$ cat config.mk
export PLATFORM = sky130hd
export DESIGN_NAME = prng_with_bounded_range_draw_flat
export DESIGN_NICKNAME = d
export VERILOG_FILES = /design/src/hdl/prng_pkg.sv /design/src/hdl/prng_if.sv /design/src/hdl/prng_rem.sv /design/src/hdl/prng_with_bounded_range_draw.sv /design/src/flat_wrapper.sv
export SDC_FILE = /design/constraint.sdc
export NUM_CORES = 2
export LEC_CHECK = 0
export ABC_AREA = 1
export BUFFER_PORTS_ARGS = -buffer_cell sky130_fd_sc_hd__buf_2
export CORE_ASPECT_RATIO = 0.6
export CORE_MARGIN = 3
export CORE_UTILIZATION = 59
export CTS_CLUSTER_SIZE = 28
export DETAILED_ROUTE_END_ITERATION = 6
export GPL_TIMING_DRIVEN = 0
export MAX_ROUTING_LAYER = met4
export PLACE_DENSITY_LB_ADDON = 0.12
export SLEW_MARGIN = 25
export SYNTH_ARGS = -nofsm -noshare
export SYNTH_HDL_FRONTEND = slang
export SYNTH_SLANG_ARGS = --single-unit
$ cat constraint.sdc
create_clock -name clock -period 9.22 [get_ports clock]
set_clock_uncertainty 0.2 [all_clocks]
set_input_delay 2.305 -clock clock [delete_from_list [all_inputs] [get_ports clock]]
set_output_delay 2.305 -clock clock [all_outputs]
set_load 0.02 [all_outputs]
$ cat src/hdl/prng_pkg.sv
// ----------------------------------------------------------------------------
// prng_pkg
// Shared types and constants for the bounded-range pseudo-random generator.
// ----------------------------------------------------------------------------
package prng_pkg;

   localparam int unsigned StateWidth = 64;
   localparam int unsigned HalfWidth  = 32;
   localparam int unsigned OpWidth    = 2;
   localparam int unsigned TryBits    = 16;

   localparam logic [HalfWidth-1:0]  LcgMul   = 32'd1664525;
   localparam logic [StateWidth-1:0] LcgInc   = 64'd84971284;
   localparam logic [StateWidth-1:0] MixMul   = 64'hbf58476d1ce4e5b9;
   localparam int unsigned           PreShl   = 9;
   localparam int unsigned           PreShr   = 30;
   localparam int unsigned           PreFold  = 37;
   localparam int unsigned           PostFold = 19;

   typedef enum logic [OpWidth-1:0] {
      OP_RESEED = 2'd0,
      OP_RAW    = 2'd1,
      OP_RANGED = 2'd2
   } opcode_type;

   typedef enum logic [3:0] {
      ST_IDLE,
      ST_LCG_LO,
      ST_LCG_HI,
      ST_LCG_ADD,
      ST_MIX0,
      ST_MIX1,
      ST_MIX2,
      ST_MIX3,
      ST_LIMIT,
      ST_CHECK,
      ST_MOD,
      ST_RESP
   } state_type;

   typedef struct packed {
      logic                  start;
      logic                  half;
      logic [StateWidth-1:0] dividend;
      logic [HalfWidth-1:0]  divisor;
   } rem_cmd_type;

   typedef struct packed {
      logic                 done;
      logic [HalfWidth-1:0] remainder;
   } rem_sts_type;

   function automatic logic [StateWidth-1:0] premix(input logic [StateWidth-1:0] v);
      logic [StateWidth-1:0] p;
      p = (v << PreShl) ^ (v >> PreShr);
      p = p ^ (p >> PreFold);
      return p;
   endfunction

endpackage

$ cat src/hdl/prng_if.sv
// ----------------------------------------------------------------------------
// prng_if
// Valid/ready channels for draw requests and draw responses.
// ----------------------------------------------------------------------------
interface prng_req_if;
   logic                                   valid;
   logic                                   ready;
   logic [prng_pkg::OpWidth-1:0]           opcode;
   logic [prng_pkg::StateWidth-1:0]        seed_value;
   logic signed [prng_pkg::HalfWidth-1:0]  range_min;
   logic signed [prng_pkg::HalfWidth-1:0]  range_max;

   modport source (output valid, opcode, seed_value, range_min, range_max, input ready);
   modport sink   (input valid, opcode, seed_value, range_min, range_max, output ready);
endinterface

interface prng_rsp_if;
   logic                            valid;
   logic                            ready;
   logic [prng_pkg::StateWidth-1:0] value;

   modport source (output valid, value, input ready);
   modport sink   (input valid, value, output ready);
endinterface

$ cat src/hdl/prng_rem.sv
// ----------------------------------------------------------------------------
// prng_rem
// Bit-serial restoring remainder unit: 64- or 32-bit dividend, 32-bit divisor.
// ----------------------------------------------------------------------------
module prng_rem (
   input  logic                  clock,
   input  logic                  reset,
   input  prng_pkg::rem_cmd_type cmd,
   output prng_pkg::rem_sts_type sts
);

   localparam int unsigned DvdWidth = prng_pkg::StateWidth;
   localparam int unsigned DivWidth = prng_pkg::HalfWidth;
   localparam int unsigned CntWidth = $clog2(DvdWidth + 1);
   localparam logic [CntWidth-1:0] FullCount = CntWidth'(DvdWidth);
   localparam logic [CntWidth-1:0] HalfCount = CntWidth'(DivWidth);

   logic                busy_ff, busy_in;
   logic                done_ff, done_in;
   logic [CntWidth-1:0] cnt_ff, cnt_in;
   logic [DvdWidth-1:0] dvd_ff;
   logic [DivWidth-1:0] div_ff;
   logic [DivWidth-1:0] rem_ff, rem_in;

   logic [DivWidth:0]   trial;
   logic [DivWidth+1:0] diff;

   assign trial = {rem_ff, dvd_ff[DvdWidth-1]};
   assign diff  = {1'b0, trial} - {2'b00, div_ff};
   assign rem_in = diff[DivWidth+1] ? trial[DivWidth-1:0] : diff[DivWidth-1:0];

   always_comb begin
      busy_in = busy_ff;
      done_in = 1'b0;
      cnt_in  = cnt_ff;
      if (cmd.start) begin
         busy_in = 1'b1;
         cnt_in  = cmd.half ? HalfCount : FullCount;
      end else if (busy_ff) begin
         cnt_in = cnt_ff - CntWidth'(1);
         if (cnt_ff == CntWidth'(1)) begin
            busy_in = 1'b0;
            done_in = 1'b1;
         end
      end
   end

   always_ff @(posedge clock) begin
      if (reset) begin
         busy_ff <= 1'b0;
         done_ff <= 1'b0;
         cnt_ff  <= '0;
      end else begin
         busy_ff <= busy_in;
         done_ff <= done_in;
         cnt_ff  <= cnt_in;
      end
   end

   always_ff @(posedge clock) begin
      if (cmd.start) begin
         dvd_ff <= cmd.dividend;
         div_ff <= cmd.divisor;
         rem_ff <= '0;
      end else if (busy_ff) begin
         dvd_ff <= dvd_ff << 1;
         rem_ff <= rem_in;
      end
   end

   assign sts.done      = done_ff;
   assign sts.remainder = rem_ff;

endmodule

$ cat src/hdl/prng_with_bounded_range_draw.sv
// ----------------------------------------------------------------------------
// prng_with_bounded_range_draw
// 64-bit LCG with multiply/xor-shift output mixer and rejection-sampled ranged draws.
// ----------------------------------------------------------------------------
// One request transaction is handled at a time; req_if.ready is high only when
// idle. A reseed gives no response. A raw draw steps the LCG and then mixes the
// output: the LCG step and the output mix share one registered 32x32
// multiplier, five partial products in sequence. A ranged draw first runs the
// bit-serial remainder unit over 64 bits for the rejection limit, then one LCG
// step and output mix per draw attempt, at most 65536 attempts, then 32
// bit-steps for x mod range. A full-range draw skips both remainder passes.
// The response is held in a register until taken.
// ----------------------------------------------------------------------------
module prng_with_bounded_range_draw (
   input logic          clock,
   input logic          reset,
   prng_req_if.sink     req_if,
   prng_rsp_if.source   rsp_if
);

   localparam int unsigned SW = prng_pkg::StateWidth;
   localparam int unsigned HW = prng_pkg::HalfWidth;
   localparam int unsigned TB = prng_pkg::TryBits;

   prng_pkg::state_type   state_ff, state_in;
   logic [SW-1:0]         gen_ff;
   logic [SW-1:0]         mix_ff;
   logic [SW-1:0]         acc_ff;
   logic [SW-1:0]         prod_ff, prod_in;
   logic [SW-1:0]         draw_ff;
   logic [SW-1:0]         value_ff;
   logic [prng_pkg::OpWidth-1:0] op_ff;
   logic [HW-1:0]         range_ff;
   logic [HW-1:0]         lo_ff;
   logic [HW-1:0]         limit_ff;
   logic [TB-1:0]         tries_ff;

   logic [HW-1:0]         mul_a, mul_b;
   logic [HW-1:0]         range_in;
   logic [SW-1:0]         lcg_sum, mix_sum, mix_fin;
   logic                  accept, retry;

   prng_pkg::rem_cmd_type rem_cmd;
   prng_pkg::rem_sts_type rem_sts;

   prng_rem u_rem (
      .clock (clock),
      .reset (reset),
      .cmd   (rem_cmd),
      .sts   (rem_sts)
   );

   assign accept   = req_if.valid && req_if.ready;
   assign range_in = $unsigned(req_if.range_max) - $unsigned(req_if.range_min) + HW'(1);
   assign retry    = (draw_ff[HW-1:0] >= limit_ff) && (tries_ff != '1);
   assign lcg_sum  = acc_ff + {prod_ff[HW-1:0], {HW{1'b0}}};
   assign mix_sum  = acc_ff + {prod_ff[HW-1:0], {HW{1'b0}}};
   assign mix_fin  = mix_sum ^ (mix_sum >> prng_pkg::PostFold);
   assign prod_in  = {{HW{1'b0}}, mul_a} * {{HW{1'b0}}, mul_b};

   // next state
   always_comb begin
      state_in = state_ff;
      unique case (state_ff)
         prng_pkg::ST_IDLE: begin
            if (accept) begin
               case (req_if.opcode)
                  prng_pkg::OP_RAW:    state_in = prng_pkg::ST_LCG_LO;
                  prng_pkg::OP_RANGED: state_in = (range_in == '0) ? prng_pkg::ST_LCG_LO
                                                                   : prng_pkg::ST_LIMIT;
                  default:             state_in = prng_pkg::ST_IDLE;
               endcase
            end
         end
         prng_pkg::ST_LCG_LO:  state_in = prng_pkg::ST_LCG_HI;
         prng_pkg::ST_LCG_HI:  state_in = prng_pkg::ST_LCG_ADD;
         prng_pkg::ST_LCG_ADD: state_in = prng_pkg::ST_MIX0;
         prng_pkg::ST_MIX0:    state_in = prng_pkg::ST_MIX1;
         prng_pkg::ST_MIX1:    state_in = prng_pkg::ST_MIX2;
         prng_pkg::ST_MIX2:    state_in = prng_pkg::ST_MIX3;
         prng_pkg::ST_MIX3: begin
            state_in = (op_ff == prng_pkg::OP_RAW) ? prng_pkg::ST_RESP : prng_pkg::ST_CHECK;
         end
         prng_pkg::ST_LIMIT: begin
            if (rem_sts.done) state_in = prng_pkg::ST_LCG_LO;
         end
         prng_pkg::ST_CHECK: begin
            if (range_ff == '0)  state_in = prng_pkg::ST_RESP;
            else if (retry)      state_in = prng_pkg::ST_LCG_LO;
            else                 state_in = prng_pkg::ST_MOD;
         end
         prng_pkg::ST_MOD: begin
            if (rem_sts.done) state_in = prng_pkg::ST_RESP;
         end
         prng_pkg::ST_RESP: begin
            if (rsp_if.ready) state_in = prng_pkg::ST_IDLE;
         end
         default: state_in = prng_pkg::ST_IDLE;
      endcase
   end

   // outputs and shared-unit control
   always_comb begin
      req_if.ready     = 1'b0;
      rsp_if.valid     = 1'b0;
      mul_a            = gen_ff[HW-1:0];
      mul_b            = prng_pkg::LcgMul;
      rem_cmd.start    = 1'b0;
      rem_cmd.half     = 1'b0;
      rem_cmd.dividend = '1;
      rem_cmd.divisor  = range_in;
      unique case (state_ff)
         prng_pkg::ST_IDLE: begin
            req_if.ready = 1'b1;
            if (req_if.valid && req_if.opcode == prng_pkg::OP_RANGED && range_in != '0) begin
               rem_cmd.start = 1'b1;
            end
         end
         prng_pkg::ST_LCG_HI: mul_a = gen_ff[SW-1:HW];
         prng_pkg::ST_MIX0: begin
            mul_a = mix_ff[HW-1:0];
            mul_b = prng_pkg::MixMul[HW-1:0];
         end
         prng_pkg::ST_MIX1: begin
            mul_a = mix_ff[HW-1:0];
            mul_b = prng_pkg::MixMul[SW-1:HW];
         end
         prng_pkg::ST_MIX2: begin
            mul_a = mix_ff[SW-1:HW];
            mul_b = prng_pkg::MixMul[HW-1:0];
         end
         prng_pkg::ST_CHECK: begin
            rem_cmd.half     = 1'b1;
            rem_cmd.dividend = {draw_ff[HW-1:0], {HW{1'b0}}};
            rem_cmd.divisor  = range_ff;
            rem_cmd.start    = (range_ff != '0) && !retry;
         end
         prng_pkg::ST_RESP: rsp_if.valid = 1'b1;
         default: ;
      endcase
   end

   always_ff @(posedge clock) begin
      if (reset) begin
         state_ff <= prng_pkg::ST_IDLE;
         gen_ff   <= '0;
      end else begin
         state_ff <= state_in;
         if (accept && req_if.opcode == prng_pkg::OP_RESEED) begin
            gen_ff <= req_if.seed_value;
         end else if (state_ff == prng_pkg::ST_LCG_ADD) begin
            gen_ff <= lcg_sum;
         end
      end
   end

   always_ff @(posedge clock) begin
      prod_ff <= prod_in;
      if (accept) begin
         op_ff    <= req_if.opcode;
         range_ff <= range_in;
         lo_ff    <= $unsigned(req_if.range_min);
         tries_ff <= '0;
      end
      case (state_ff)
         prng_pkg::ST_LCG_HI:  acc_ff <= prod_ff + prng_pkg::LcgInc;
         prng_pkg::ST_LCG_ADD: mix_ff <= prng_pkg::premix(lcg_sum);
         prng_pkg::ST_MIX1:    acc_ff <= prod_ff;
         prng_pkg::ST_MIX2:    acc_ff <= mix_sum;
         prng_pkg::ST_MIX3: begin
            draw_ff <= mix_fin;
            if (op_ff == prng_pkg::OP_RAW) value_ff <= mix_fin;
         end
         prng_pkg::ST_LIMIT: begin
            if (rem_sts.done) limit_ff <= '1 - rem_sts.remainder;
         end
         prng_pkg::ST_CHECK: begin
            if (range_ff == '0) begin
               value_ff <= {{HW{1'b0}}, lo_ff + draw_ff[HW-1:0]};
            end else if (retry) begin
               tries_ff <= tries_ff + TB'(1);
            end
         end
         prng_pkg::ST_MOD: begin
            if (rem_sts.done) value_ff <= {{HW{1'b0}}, lo_ff + rem_sts.remainder};
         end
         default: ;
      endcase
   end

   assign rsp_if.value = value_ff;

`ifndef SYNTH
   a_rem_done_expected: assert property (@(posedge clock) disable iff (reset)
      rem_sts.done |-> (state_ff == prng_pkg::ST_LIMIT || state_ff == prng_pkg::ST_MOD))
      else $error("remainder completion outside a remainder wait");

   a_busy_after_draw_req: assert property (@(posedge clock) disable iff (reset)
      accept && (req_if.opcode == prng_pkg::OP_RAW || req_if.opcode == prng_pkg::OP_RANGED)
      |=> !req_if.ready)
      else $error("request taken while a draw is in progress");

   a_try_cap: assert property (@(posedge clock) disable iff (reset)
      state_ff == prng_pkg::ST_CHECK && tries_ff == '1 |=> state_ff != prng_pkg::ST_LCG_LO)
      else $error("ranged draw retried beyond the attempt cap");

   a_rsp_then_idle: assert property (@(posedge clock) disable iff (reset)
      rsp_if.valid && rsp_if.ready |=> state_ff == prng_pkg::ST_IDLE && !rsp_if.valid)
      else $error("response not retired after transaction");
`endif

endmodule

$ cat src/flat_wrapper.sv
// flat-port wrapper written by rule: the top's interface ports become plain ports
module prng_with_bounded_range_draw_flat 
  (clock, reset, req_if_valid, req_if_opcode, req_if_seed_value, req_if_range_min, req_if_range_max, req_if_ready, rsp_if_valid, rsp_if_value, rsp_if_ready);
  prng_req_if req_if_i ();
  prng_rsp_if rsp_if_i ();
  input logic clock;
  input logic reset;
  input wire logic [$bits(req_if_i.valid)-1:0] req_if_valid;
  input wire logic [$bits(req_if_i.opcode)-1:0] req_if_opcode;
  input wire logic [$bits(req_if_i.seed_value)-1:0] req_if_seed_value;
  input wire logic [$bits(req_if_i.range_min)-1:0] req_if_range_min;
  input wire logic [$bits(req_if_i.range_max)-1:0] req_if_range_max;
  output wire logic [$bits(req_if_i.ready)-1:0] req_if_ready;
  output wire logic [$bits(rsp_if_i.valid)-1:0] rsp_if_valid;
  output wire logic [$bits(rsp_if_i.value)-1:0] rsp_if_value;
  input wire logic [$bits(rsp_if_i.ready)-1:0] rsp_if_ready;
  assign req_if_i.valid = req_if_valid;
  assign req_if_i.opcode = req_if_opcode;
  assign req_if_i.seed_value = req_if_seed_value;
  assign req_if_i.range_min = req_if_range_min;
  assign req_if_i.range_max = req_if_range_max;
  assign req_if_ready = req_if_i.ready;
  assign rsp_if_valid = rsp_if_i.valid;
  assign rsp_if_value = rsp_if_i.value;
  assign rsp_if_i.ready = rsp_if_ready;
  prng_with_bounded_range_draw u_core (.clock(clock), .reset(reset), .req_if(req_if_i), .rsp_if(rsp_if_i));
endmodule
=== Word-level counts from Yosys, hierarchy flattened ===
Index checks and enable logic that the tools add are counted.

* Word-level logic and storage cells: 117
* Output and inout bits: 66
* Bits in registers: 607

* Bitwise gates (word level): 4
* Reduce and logical (&&, ||, !) cells: 23
* Multiplexer cells: 38
* Equality and inequality tests: 22
* $mul: 1
* Add/subtract/negate cells: 10
* $lt $le $gt $ge: 1

{| class="wikitable"
|+ Operators with widths
! kind !! number
|-
| two-way mux 64 bit || 7
|-
| one-hot mux 64 bit (3 select lines) || 2
|-
| two-way mux 97 bit || 1
|-
| one-hot mux 32 bit (3 select lines) || 1
|-
| adder 32 bit || 2
|-
| adder 64 x 27 -> 64 bit (second input constant) || 1
|-
| adder 64 bit || 1
|-
| zero test 32 bit || 2
|-
| multiplier 32 x 32 -> 64 bit || 1
|-
| two-way mux 16 bit || 4
|-
| one-hot mux 32 bit (2 select lines) || 1
|-
| nonzero test 32 bit || 2
|-
| XOR 64 x 27 -> 64 bit || 1
|-
| XOR 64 x 34 -> 64 bit || 1
|-
| XOR 64 x 45 -> 64 bit || 1
|-
| one-hot mux 4 bit (12 select lines) || 1
|-
| subtractor 33 x 32 -> 34 bit || 1
|-
| adder 32 x 1 -> 32 bit (second input constant) || 1
|-
| >= comparator 32 bit || 1
|-
| two-way mux 32 bit || 1
|-
| subtractor 32 bit || 1
|-
| subtractor 32 bit (first input constant) || 1
|-
| two-way mux 4 bit || 7
|-
| two-way mux 7 bit || 3
|-
| other kinds (27) || 54
|}

=== Longest topological paths before layout ===
* Word-level depth: 7
* Gate-level depth with buffers: 44
* Gate-level depth less buffers: 43

=== Cells and area by module ===
Synthesis repeated with hierarchy kept, for this count alone.

* Cells, all modules: 7531
* Area, all modules: 63626.0 µm²

{| class="wikitable"
|+ Modules (own cells, without submodules)
! module !! instances !! area an instance (µm²) !! cells each
|-
| prng_with_bounded_range_draw || 1 || 55331.8 || 6384
|-
| prng_rem || 1 || 8294.2 || 1147
|}

=== Worst setup path before layout ===
OpenSTA, ideal clock, no wires.

* Kind: reg-to-reg
* Start point: register u_core.state_ff[2]
* End point: register u_core.prod_ff[62]
* Slack: 463 ps
* Period minus slack after synthesis: 8757 ps
* Stages on the path, launching flop included: 40
* Arrival time: 8486 ps
* Path buffers: 2
* Data required time: 8948 ps
* Cell sequence: dfxtp_1 inv_1 nor2_1 inv_2 nor2_4 inv_2 nor2_4 inv_1 buf_2 buf_6 o22ai_1 inv_1 nand3_1 o21ai_1 nor2_1 inv_1 fa_1 inv_1 [... 4 more ...] inv_1 fa_1 fa_1 fa_1 inv_1 fa_1 inv_1 ha_1 nand2_1 nor2_1 inv_1 nor2_1 and3_1 a21oi_1 o21ai_0 nand3_1 nand2_1 xor2_1

* Longest elaborated chain between the ends: 4
* Elaborated cells between the ends (all ways): 9

{| class="wikitable"
|+ Ends and longest elaborated chain
! what !! RTL line !! text
|-
| from (decl) || prng_with_bounded_range_draw.sv:25 || <nowiki>prng_pkg::state_type state_ff, state_in;</nowiki>
|-
| from (signal assigned) || prng_with_bounded_range_draw.sv:145 || <nowiki>state_ff <= prng_pkg::ST_IDLE;</nowiki>
|-
| from (signal assigned) || prng_with_bounded_range_draw.sv:148 || <nowiki>state_ff <= state_in;</nowiki>
|-
| equality test 4 x 3 -> 1 bit || prng_with_bounded_range_draw.sv:112 || <nowiki>unique case (state_ff)</nowiki>
|-
| OR reduction 2 bit (no line) || n/a ||
|-
| one-hot mux 32 bit (3 select lines) or one-hot mux 32 bit (2 select lines) (tied branches) || prng_with_bounded_range_draw.sv:112 ||
|-
| multiplier 32 x 32 -> 64 bit (*) || prng_with_bounded_range_draw.sv:59 || <nowiki>assign prod_in = {{HW{1'b0}}, mul_a} * {{HW{1'b0}}, mul_b};</nowiki>
|-
| named net u_core.prod_in[62] || prng_with_bounded_range_draw.sv:29 || <nowiki>logic [SW-1:0] prod_ff, prod_in;</nowiki>
|-
| to (signal assigned) || prng_with_bounded_range_draw.sv:158 || <nowiki>prod_ff <= prod_in;</nowiki>
|-
| to (decl) || prng_with_bounded_range_draw.sv:29 ||
|}

The timed path passes the listed nets; every way through them passes the cells marked *.
A chain may end at the register's enable or synchronous reset.

=== Final worst setup path ===
* Start point: register u_core.state_ff[2]
* End point: register u_core.prod_ff[57]

The elaborated chain is that of the path after synthesis.

==> reports/qor.csv <==
stage;metric;value;unit
clock_tree;CTS clk-pin slew, worst paths;0.08;ns
sta;Final setup violation count;5;
sta;fin crit share;101;%
die;DIE AREA;0.109;mm^2
sta;max_slew headroom;14.9;%
routing;Remaining DRCs;8;
global_routing;initial antenna violation count;19;
routing;first-pass iteration count of the detailed router;7;
synthesis;register area share after synthesis;26.4;%
final_layout;Area Growth Syn to Fin;13.4;%
final_layout;layout cells sized above 1;11.9;%
placed_design;area post-placement;0.0653;mm^2
sta;Final Critical Period;9.30;ns
sta;f_max;0.107;GHz
sta;Slew Viols, Final;0;
job;max cap viols;0;
worst_setup_path;Critical-path top delay cell;fa_1;
placed_design;HPWL Detailed;224;mm
worst_setup_path;CP Max Fanout;11;
final_layout;commonest non-fill, non-tap cell in the layout;inv_1;
clock_tree;Clock Sinks;607;
worst_setup_path;slowest stage delay, CP;0.68;ns
routing;Vias;56323;
die;Core Footprint;0.103;mm^2
synthesis;Seq cells post-synth;607;
routing;DR WL/cell;29.2;um
worst_setup_path;WP data arrival;9.63;ns
global_routing;GR Util All Layers;49.0;%
worst_setup_path;Worst setup EP type;register;
synthesis;top cells by area, synth;fa_1, edfxtp_1, ha_1, inv_1, nand2_1;
routing;DRT iter0 DRCs;9998;
outcome;outcome;finished, violations left;
sta;final hold vios;0;
outcome;failing checks;design-rule violations, negative setup slack;
routing;final WL;266;mm
synthesis;Ys Warns;0;
worst_setup_path;WS Path Type;reg2reg;
synthesis;ys flop type;edfxtp_1;
final_layout;commonest non-fill, non-tap cells in the layout;inv_1, nand2_1, fa_1;
synthesis;area share of the largest cell type after synthesis;23.2;%
synthesis;Yosys cell types;68;
die;Die H;257;um
placed_design;Buffers on Ports;198;
final_layout;Final #Nets;9083;
sta;setup_tns;-0.210;ns
worst_hold_path;Hold Path Class;reg2reg;
power_and_ir_drop;Tot Pwr;11900;uW
die;die width;424;um
power_and_ir_drop;Leak Pwr;0.0345;uW
worst_setup_path;CP startpoint kind;register;
clock_tree;CTS Buf Count;54;
worst_setup_path;Worst EP required;9.54;ns
synthesis;number of enable flip-flop cells after synthesis;418;
global_routing;grt total ovfl;0;
routing;vias per inst;6.18;
sta;fin worst setup slack;-0.0846;ns
clock_tree;CTS tree;done;
global_routing;first-pass GRT wire length;365;mm
routing;Final ANT Viol Nets;0;
global_routing;pin count of the biggest net entering global routing;53;
clock_tree;Clock Path Buffers;3;
clock_tree;H-tree depth;2;
power_and_ir_drop;Pwr Density;170;mW/mm^2
die;IO Pins;200;
die;Initial Util;59.9;%
synthesis;cell count after synthesis;7207;
placed_design;GP Congestion;1.18;
synthesis;Syn Area/Cell;8.59;um^2
clock_tree;Root Driver;clkbuf_16;
synthesis;share of flip-flops with an asynchronous set or reset;0;%
final_layout;design area;0.0702;mm^2
power_and_ir_drop;worst vdd ir;0.000175;V
synthesis;Synth Cell Area;0.0619;mm^2
sta;Least-Margin Pin Slew;1.28;ns
clock_tree;Hold-fix buffers, CTS;0;
global_routing;vias in the first global route;50623;
sta;RSZ-0062 raised after global routing;yes;
die;row count;91;
worst_setup_path;Worst path most repeated cell;inv_1;
clock_tree;clk_lat worst skew;0.66;ns
synthesis;dominant cell type by area after synthesis;fa_1;
==> per-stage QoR <==
stage	cells	util [%]	setup slack, ns	hold slack (ns)
after global placement	8804	62.6	-3.31	0.242
final	9112	67.9	-0.0846	0.260
after detailed placement	8829	63.2	-2.55	0.237
after floorplan	7211	-	0.463	0.224
after CTS	9009	66.5	-0.0171	0.254
after global routing	9106	67.9	-0.136	0.286
==> cell usage after synthesis (all sizes together) (17+ instances only) <==
| library cell | n |
|---|---|
| or2 | 17 |
| fa | 717 |
| o22ai | 39 |
| nand3 | 177 |
| xor2 | 162 |
| a21o | 23 |
| o21ai | 295 |
| a21oi | 387 |
| a31oi | 102 |
| clkbuf | 99 |
| edfxtp | 418 |
| dfxtp | 189 |
| nor4 | 26 |
| nor3 | 59 |
| o21bai | 27 |
| ha | 583 |
| inv | 1757 |
| buf | 33 |
| a211oi | 18 |
| o211ai | 31 |
| o21a | 17 |
| xnor2 | 75 |
| nand2 | 1174 |
| nor2 | 628 |
| nand4 | 44 |
==> state kept, by name (all words and copies together), names as in the netlist, 64 cells and up <==
register,cells
u_core.mix_ff,64
u_core.prod_ff,64
u_core.u_rem.dvd_ff,64
u_core.gen_ff,64
u_core.rsp_if.value,64
u_core.acc_ff,64
==> path summary, 6_finish.rpt <==
| kind | endpoint | startpoint | slack [ns] | cells past startpoint |
|---|---|---|---|---|
| hold / removal | u_core.mix_ff[40] | u_core.acc_ff[31] | 0.26 | 0 |
| setup reg to reg | u_core.prod_ff[57] | u_core.state_ff[2] | -0.08 | 38 |
| setup / recovery | u_core.prod_ff[57] | u_core.state_ff[2] | -0.08 | 38 |
| hold reg to reg | u_core.mix_ff[40] | u_core.acc_ff[31] | 0.26 | 0 |
==> per-layer routing <==
layer / track usage [%] / part of all wire [%] / vias to the layer above
met5: - / 0 / -
met4: 8.70 / 2.5 / 0
met3: 35.3 / 24 / 470
met2: 50.5 / 32 / 4943
met1: 73.0 / 41 / 27319
li1: - / - / 23591
==> power breakdown <==
part | internal [uW] | switching [uW]
Sequential | 3320 | 353
Clock | 1190 | 1170
Combinational | 1830 | 4070
Total | 6330 | 5590
==> critical path, delay by kind of cell, from the launching register on <==
kind	cells	cell delay, ns
and+or+nand+nor	8	1.42
adders and majority gates	9	4.29
AOI/OAI and AO/OA	7	1.26
buffers and inverters	13	1.44
DFF	1	0.34
xor gates and xnor gates	1	0.14
==> final cells by class <==
| type | instances | area, um^2 |
|---|---|---|
| multi-input cells | 4711 | 40300 |
| fillers | 8501 | 33100 |
| flip-flops and latches | 607 | 16300 |
| inverters | 1761 | 6710 |
| repair buffers | 382 | 2640 |
| well taps | 1395 | 1750 |
| clock buffers | 76 | 1510 |
| plain buffers | 132 | 724 |
| clock inverters | 25 | 198 |
| diodes | 23 | 57.6 |
==> cell families after synthesis <==
group                      Yosys count  share of synthesized area [%]
AOI/OAI and AO/OA                 1016                           9.46
xor gates and xnor gates           237                           3.36
adders and majority gates         1300                           35.0
buffers and inverters             1893                           11.6
DFF                                607                           26.4
muxes                                3                         0.0545
other                                1                        0.00605
and+or+nand+nor                   2150                           14.2
==> what timing repair did <==
| item | CTS | global route |
|---|---|---|
| gates cloned | 0 | 1 |
| setup endpoints to repair | 49 | 41 |
| pin swaps | 54 | 81 |
| resized for setup | 289 | 223 |
| endpoints found under the hold margin | 0 | 0 |
| buffers inserted | 79 | 78 |
(Power assumes the default switching activity.)
